<file path="config.mk">
export PLATFORM = sky130hd
export DESIGN_NAME = sorted_priority_rssi_queue
export DESIGN_NICKNAME = d
export VERILOG_FILES = /design/src/hw/rtl/sqp_pkg.sv /design/src/hw/rtl/sqp_cell.sv /design/src/hw/rtl/sqp_chain.sv /design/src/hw/rtl/sorted_priority_rssi_queue.sv
export SDC_FILE = /design/constraint.sdc
export NUM_CORES = 2
export LEC_CHECK = 0
export BUFFER_PORTS_ARGS = -buffer_cell sky130_fd_sc_hd__buf_2
export CAP_MARGIN = 20
export CELL_PAD_IN_SITES_DETAIL_PLACEMENT = 0
export CELL_PAD_IN_SITES_GLOBAL_PLACEMENT = 2
export CORE_UTILIZATION = 40
export CTS_BUF_LIST = sky130_fd_sc_hd__clkbuf_2
export CTS_CLUSTER_SIZE = 24
export DETAILED_ROUTE_END_ITERATION = 7
export PLACE_DENSITY = 0.77
export SLEW_MARGIN = 20
export SYNTH_ARGS = -nofsm -noshare
export SYNTH_HDL_FRONTEND = slang
export SYNTH_SLANG_ARGS = --single-unit
</file>
<file path="constraint.sdc">
create_clock -name clk_i -period 9.7 [get_ports clk_i]
set_input_delay 0.97 -clock clk_i [delete_from_list [all_inputs] [get_ports clk_i]]
set_output_delay 0.97 -clock clk_i [all_outputs]
set_load 0.1 [all_outputs]
</file>
<file path="src/hw/rtl/sqp_pkg.sv">
// Shared types and codes for the sorted priority rssi queue.
// Used by the cell, the cell row, the top level and the checker.
package sqp_pkg;

  typedef enum logic [1:0] {
    REQ_INSERT   = 2'd0,
    REQ_POP      = 2'd1,
    REQ_REINSERT = 2'd2,
    REQ_CLEAR    = 2'd3
  } req_e;

  typedef enum logic [2:0] {
    ST_INSERTED  = 3'd0,
    ST_DUPLICATE = 3'd1,
    ST_FULL      = 3'd2,
    ST_DROPPED   = 3'd3,
    ST_POPPED    = 3'd4,
    ST_EMPTY     = 3'd5,
    ST_CLEARED   = 3'd6
  } status_e;

  typedef enum logic [1:0] {
    CELL_HOLD   = 2'd0,
    CELL_INSERT = 2'd1,
    CELL_POP    = 2'd2
  } cell_op_e;

  typedef struct packed {
    logic [15:0]        addr;
    logic signed [15:0] rssi;
    logic [3:0]         prio;
    logic [1:0]         retx;
    logic [15:0]        tag;
  } entry_t;

  typedef struct packed {
    cell_op_e op;
    logic     after_equal;  // place behind every entry of equal priority
  } cell_ctrl_t;

  localparam logic [3:0] PRIO_MAX_RESET = 4'd7;
  localparam int unsigned RETX_LIMIT_RAISE = 2;
  localparam int unsigned RETX_LIMIT_DROP  = 3;

endpackage

</file>
<file path="src/hw/rtl/sqp_cell.sv">
// One slot of the sorted queue: holds an entry, compares it with the new one
// and shifts toward either neighbor. Depends on sqp_pkg.
module sqp_cell
  import sqp_pkg::*;
#(
  parameter int unsigned CNT_W = 5,
  parameter int unsigned IDX   = 0
) (
  input  logic             clk_i,
  input  cell_ctrl_t       ctrl_i,
  input  logic [CNT_W-1:0] count_i,
  input  entry_t           new_i,
  input  entry_t           left_i,
  input  entry_t           right_i,
  input  logic             mark_i,
  output logic             mark_o,
  output logic             match_o,
  output entry_t           entry_o
);

  entry_t entry_q, entry_d;
  logic   valid, at_end, ahead;

  assign valid  = count_i > CNT_W'(IDX);
  assign at_end = count_i == CNT_W'(IDX);

  always_comb begin
    ahead = 1'b0;
    if (valid) begin
      if (entry_q.prio > new_i.prio) begin
        ahead = 1'b1;
      end else if (!ctrl_i.after_equal && entry_q.prio == new_i.prio &&
                   $signed(entry_q.rssi) <= $signed(new_i.rssi)) begin
        ahead = 1'b1;
      end
    end
  end

  // mark_i: the insertion point lies left of this cell
  assign mark_o  = mark_i | ahead | at_end;
  assign match_o = valid && (entry_q.addr == new_i.addr);

  always_comb begin
    entry_d = entry_q;
    case (ctrl_i.op)
      CELL_INSERT: begin
        if (mark_i) begin
          entry_d = left_i;
        end else if (ahead || at_end) begin
          entry_d = new_i;
        end
      end
      CELL_POP: entry_d = right_i;
      default:  entry_d = entry_q;
    endcase
  end

  always_ff @(posedge clk_i) begin
    entry_q <= entry_d;
  end

  assign entry_o = entry_q;

endmodule

</file>
<file path="src/hw/rtl/sqp_chain.sv">
// Row of queue cells linked to their neighbors, head at index zero.
// Depends on sqp_pkg and sqp_cell.
module sqp_chain
  import sqp_pkg::*;
#(
  parameter int unsigned DEPTH = 16,
  parameter int unsigned CNT_W = 5
) (
  input  logic             clk_i,
  input  cell_ctrl_t       ctrl_i,
  input  logic [CNT_W-1:0] count_i,
  input  entry_t           new_i,
  output logic             dup_o,
  output entry_t           head_o
);

  entry_t           entries [DEPTH];
  logic [DEPTH:0]   marks;
  logic [DEPTH-1:0] hits;

  assign marks[0] = 1'b0;

  for (genvar g = 0; g < DEPTH; g++) begin : g_cell
    entry_t left_e, right_e;
    if (g == 0) begin : g_first
      assign left_e = new_i;
    end else begin : g_mid
      assign left_e = entries[g-1];
    end
    if (g == DEPTH - 1) begin : g_last
      assign right_e = entries[g];
    end else begin : g_inner
      assign right_e = entries[g+1];
    end

    sqp_cell #(
      .CNT_W(CNT_W),
      .IDX  (g)
    ) u_cell (
      .clk_i  (clk_i),
      .ctrl_i (ctrl_i),
      .count_i(count_i),
      .new_i  (new_i),
      .left_i (left_e),
      .right_i(right_e),
      .mark_i (marks[g]),
      .mark_o (marks[g+1]),
      .match_o(hits[g]),
      .entry_o(entries[g])
    );
  end

  assign dup_o  = |hits;
  assign head_o = entries[0];

endmodule

</file>
<file path="src/hw/rtl/sorted_priority_rssi_queue.sv">
// Sorted priority rssi queue: a row of shift cells kept in service order.
// The result strobe comes in the cycle after an accepted start; one request
// per cycle, busy never rises, since every cell compares with the new entry
// and shifts in the same cycle. Reset (rst_ni low, async) empties the queue
// and sets priority_max to 7; cell contents are not cleared.
// Depends on sqp_pkg and sqp_chain.
module sorted_priority_rssi_queue
  import sqp_pkg::*;
#(
  parameter int unsigned QUEUE_DEPTH = 16
) (
  input  logic        clk_i,
  input  logic        rst_ni,
  input  logic        start,
  output logic        busy,
  input  logic [1:0]  req_type_i,
  input  logic [15:0] node_address_i,
  input  logic signed [15:0] rssi_in_i,
  input  logic [3:0]  priority_in_i,
  input  logic [1:0]  retx_count_i,
  input  logic [15:0] ack_tag_i,
  output logic        done_o,
  output logic [2:0]  status_o,
  output logic [15:0] out_address_o,
  output logic signed [15:0] out_rssi_o,
  output logic [3:0]  out_priority_o,
  output logic [1:0]  out_retx_count_o,
  output logic [15:0] out_ack_tag_o,
  output logic [4:0]  queue_count_o,
  input  logic        psel,
  input  logic        penable,
  input  logic        pwrite,
  input  logic [2:0]  paddr,
  input  logic [31:0] pwdata,
  output logic [31:0] prdata,
  output logic        pready
);

  localparam int unsigned CNT_W = $clog2(QUEUE_DEPTH + 1);

  logic [CNT_W-1:0] count_q, count_d;
  logic [3:0]       prio_max_q;
  logic             accept, dup, full;
  entry_t           new_e, head_e;
  cell_ctrl_t       ctrl;
  status_e          status;
  logic [2:0]       retx_next;
  logic [4:0]       prio_raised;

  logic        done_q;
  status_e     status_q;
  entry_t      out_q;
  logic [4:0]  qcount_q;

  assign busy   = 1'b0;
  assign pready = 1'b1;
  assign accept = start & ~busy;
  assign full   = count_q >= CNT_W'(QUEUE_DEPTH);

  // Register file: priority_max is the only register, decoded from paddr[2] low (words 0 to 3)
  always_ff @(posedge clk_i or negedge rst_ni) begin
    if (!rst_ni) begin
      prio_max_q <= PRIO_MAX_RESET;
    end else if (psel && penable && pwrite && !paddr[2]) begin
      prio_max_q <= pwdata[3:0];
    end
  end

  assign prdata = paddr[2] ? 32'd0 : {28'd0, prio_max_q};

  assign retx_next   = {1'b0, retx_count_i} + 3'd1;
  assign prio_raised = {1'b0, priority_in_i} + 5'd1;

  always_comb begin
    new_e      = '0;
    new_e.addr = node_address_i;
    new_e.rssi = rssi_in_i;
    new_e.prio = priority_in_i;
    new_e.tag  = ack_tag_i;
    ctrl       = '{op: CELL_HOLD, after_equal: 1'b0};
    count_d    = count_q;
    status     = ST_INSERTED;
    unique case (req_e'(req_type_i))
      REQ_INSERT: begin
        if (dup) begin
          status = ST_DUPLICATE;
        end else if (full) begin
          status = ST_FULL;
        end else begin
          ctrl.op = CELL_INSERT;
          count_d = count_q + CNT_W'(1);
        end
      end
      REQ_POP: begin
        if (count_q == '0) begin
          status = ST_EMPTY;
        end else begin
          status  = ST_POPPED;
          ctrl.op = CELL_POP;
          count_d = count_q - CNT_W'(1);
        end
      end
      REQ_REINSERT: begin
        new_e.retx       = retx_next[1:0];
        ctrl.after_equal = retx_next == 3'd1;
        if (retx_next == 3'(RETX_LIMIT_RAISE)) begin
          new_e.prio = prio_raised[3:0];
        end
        if (retx_next >= 3'(RETX_LIMIT_DROP) ||
            (retx_next == 3'(RETX_LIMIT_RAISE) && prio_raised > {1'b0, prio_max_q})) begin
          status = ST_DROPPED;
        end else if (full) begin
          status = ST_FULL;
        end else begin
          ctrl.op = CELL_INSERT;
          count_d = count_q + CNT_W'(1);
        end
      end
      REQ_CLEAR: begin
        status  = ST_CLEARED;
        count_d = '0;
      end
      default: status = ST_INSERTED;
    endcase
    if (!accept) begin
      ctrl.op = CELL_HOLD;
      count_d = count_q;
    end
  end

  sqp_chain #(
    .DEPTH(QUEUE_DEPTH),
    .CNT_W(CNT_W)
  ) u_chain (
    .clk_i  (clk_i),
    .ctrl_i (ctrl),
    .count_i(count_q),
    .new_i  (new_e),
    .dup_o  (dup),
    .head_o (head_e)
  );

  always_ff @(posedge clk_i or negedge rst_ni) begin
    if (!rst_ni) begin
      count_q <= '0;
      done_q  <= 1'b0;
    end else begin
      count_q <= count_d;
      done_q  <= accept;
    end
  end

  // Result payload: load on each transfer
  always_ff @(posedge clk_i) begin
    if (accept) begin
      status_q <= status;
      out_q    <= (status == ST_POPPED) ? head_e : '0;
      qcount_q <= 5'(count_d);
    end
  end

  assign done_o           = done_q;
  assign status_o         = status_q;
  assign out_address_o    = out_q.addr;
  assign out_rssi_o       = out_q.rssi;
  assign out_priority_o   = out_q.prio;
  assign out_retx_count_o = out_q.retx;
  assign out_ack_tag_o    = out_q.tag;
  assign queue_count_o    = qcount_q;

endmodule

</file>
==> results.md <==
* Worst Setup SP: count_q[2]
* Post-Synthesis Cell Area at 57300 sq um
* Htree depth at 5
* Nets at roughly 6100
* Asr flop ratio synth at 0.0107
* Site row count at 138
* Clock net sink count at 936
* Initial Utilization at 0.404
* DP HPWL at roughly 130000 microns
* Most frequent cells in the layout: nand2_1 (963), edfxtp_1 (926), o21ai_0 (654)
* Clock Root Buffer: clkbuf_2
* Proportion of layout cells with a drive suffix above 1 at 0.123
* Global Route Usage Sum at 0.267
* Tmin final at 7.38 ns
* Post-synth top flop: edfxtp_1
* Final period utilization at 0.760
* Worst vdd ir at 121 uV
* Pwr Total at about 12 mW
* HP Start: node_address_i[9]
* Fin worst setup slack at roughly 2.3 ns
* GRT overflow at 0
* Syn Inst Count at 5493
* Net switching power at 4.34 mW
* Post-route insts no fill at approximately 7800
* DRT Wirelength at 198000 microns
* Vias per cell at 5.72
* Worst-path clk slew at ~0.090 ns
* CP Capture Type: flop
* Core area at 142000 sq um
* Maximum fanout along the worst path at 22
* Clock share of power at 0.255
* Outcome: completed
* Sequential area share after synthesis at 0.490
* DRC viols at 0
* I/O Buffers at 133
* Area grow syn2layout at 9.39%
* Skew final at 0.165 ns
* DR iter-0 viols at 3989
* Global-route wire length before repair at slightly below 300000 microns
* Slew @ Worst Pin at about 1.2 ns
* Synth warn at 0
* Worst setup SP type: flop
* Placement Setup Slack at about 1.9 ns
* Combinational group share of total power at 0.275
* Largest net degree at the start of global routing at 245
* CTS tree: done
* Internal power at 7.25 mW
* Sequential share of power at 0.470
* Leak at 23.4 nW
* #FFs+latches synth at 936
* MaxCap Viol Count at 0
* RSZ-0062 raised after global routing: no
* Crit path required time at ~11 ns
* Total negative slack at 0 ns
* Placed cells at 7212
* Io pins at 194
* EDFF count, synth at 926
* Vias in the first global route at 43745
* CTS Buffer Depth at 4
* Synthesized area per cell at about 10 sq um
* Arrival time at the worst endpoint at between 8 and 9 ns
* Skew-Pair Late Insertion Delay at 1.73 ns
* Commonest non-fill, non-tap cell in the layout: nand2_1
* DRT antenna net count at 0
* Final Hold Fails at 0
* Synth unique cells at 79
* Power density cells at between 150 and 200 nW/um^2
* Die H at 381 microns
* Crit Path Class: reg -> reg
* Setup-failing EPs final at 0
* GPL Wtd Cong at 0.881
* Reg2Reg Setup Slack at ~2.3 ns
* Antenna violations before repair at 8
* Die Area at approximately 140000 sq um
* Reg-to-reg startpoint: count_q[2]
* Vias at 44338
* Min Hold Slack at 0.239 ns
* Worst Hold Class: in -> reg
* Total CTS buffers at 289
* Sw frac at 0.375
* Maximum clock frequency at 0.136 GHz
* Die W at ~380 microns
* Slew Limit Fails at 0
* Number of iterations in the first detailed-routing pass at 5
* Avg WL per Cell at 25.5 microns
* Slew margin rel. at 0.193
[synthesized netlist by cell type, types with 34 or more instances]
| cell type | number | share of area |
|---|---|---|
| a31oi_1 | 90 | 0.0098 |
| o21ai_0 | 669 | 0.058 |
| nand4_1 | 78 | 0.0085 |
| nand2_1 | 966 | 0.063 |
| nor2_1 | 199 | 0.013 |
| edfxtp_1 | 926 | 0.49 |
| o21ai_1 | 34 | 0.0030 |
| a21oi_1 | 175 | 0.015 |
| buf_4 | 56 | 0.0073 |
| mux2_1 | 38 | 0.0075 |
| ha_1 | 334 | 0.073 |
| nor3_1 | 45 | 0.0039 |
| mux2i_1 | 623 | 0.11 |
| xor2_1 | 180 | 0.028 |
| clkbuf_1 | 300 | 0.020 |
| xnor2_1 | 83 | 0.013 |
| nand3_1 | 70 | 0.0061 |
| nor4_1 | 57 | 0.0062 |
| buf_2 | 62 | 0.0054 |
| inv_1 | 89 | 0.0058 |
| and2_1 | 59 | 0.0064 |
[through the flow]
stage	util	cell area, sq um
2_1_floorplan	-	57400
3_3_place_gp	0.420	59600
3_5_place_dp	0.420	59700
4_1_cts	0.441	62700
5_1_grt	0.442	62700
6_report	0.442	62700
[timing repair]
item                      in CTS  in global routing
hold endpoints to repair     697                  0
hold buffers                  71                  0
resized for setup              0                  0
setup buffers                  0                  0
[area by class of cell]
type                            instances  area [sq um]
Fill cell                           13935         79200
Sequential cell                       936         28100
Multi-Input combinational cell       4054         27300
Timing Repair Buffer                  314          2370
Tap cell                             1890          2360
Clock buffer                          401          2010
Inverter                               90           338
Clock inverter                         63           265
Antenna cell                            6          15.0
[kinds of logic (layout without fill, tap and decap cells)]
logic type      count (synthesis)  count (layout)  share of synthesized area
compound gates               1155            1155                      0.113
xor+xnor                      263             263                     0.0402
fa+ha+maj                     334             334                     0.0729
buf+inv                       531             868                     0.0415
flops                         936             936                      0.490
mux                           686             686                      0.121
other cells                     2              36                   0.000131
simple gates                 1586            1586                      0.122
[power groups by stage]
stage	Combinational [mW]	Clock (mW)	Sequential, mW
2_1_floorplan	2.05	0	5.53
3_3_place_gp	3.07	0	5.53
3_5_place_dp	3.13	0	5.53
4_1_cts	3.17	3.07	5.44
5_1_grt	3.44	3.26	5.49
6_report	3.19	2.96	5.45
[worst max-delay path, cell delays in order, from the launching register on]
cell and delay, ns:
dfrtp_1 0.82, clkinv_1 0.54, nor3_1 1.08, or4_1 0.25, o22ai_1 0.08, a2111oi_0 0.57, nand4_1 0.49, mux2i_1 0.25
nor3b_1 0.41, nand2_1 0.63, buf_4 0.47, o21ai_4 0.81, buf_4 0.52
[path summary, 6_finish.rpt]
kind,to,depth (start not counted)
max,u_chain.g_cell[3].u_cell.entry_o[10],12
min,u_chain.g_cell[15].u_cell.entry_o[47],3
max reg2reg,u_chain.g_cell[3].u_cell.entry_o[10],12
min reg2reg,u_chain.g_cell[14].u_cell.entry_o[12],2
max in group asynchronous,count_q[3],3
min in group asynchronous,prio_max_q[3],3
[registers in the layout (all words and copies together) (netlist names)]
name,flops
count_q,5
done_o,1
out_ack_tag_o,16
out_address_o,16
out_priority_o,4
out_retx_count_o,2
out_rssi_o,16
prio_max_q,4
queue_count_o,5
status_o,3
u_chain.g_cell.u_cell.entry_o,864
[routing by layer]
metal	global-route usage	share of wire	vias up
li1	-	-	20538
met1	0.380	0.47	22083
met2	0.421	0.46	1452
met3	0.0449	0.058	263
met4	0.0662	0.019	2
met5	0	0.000056	-
Note: power is estimated with default switching activity, not from simulation.
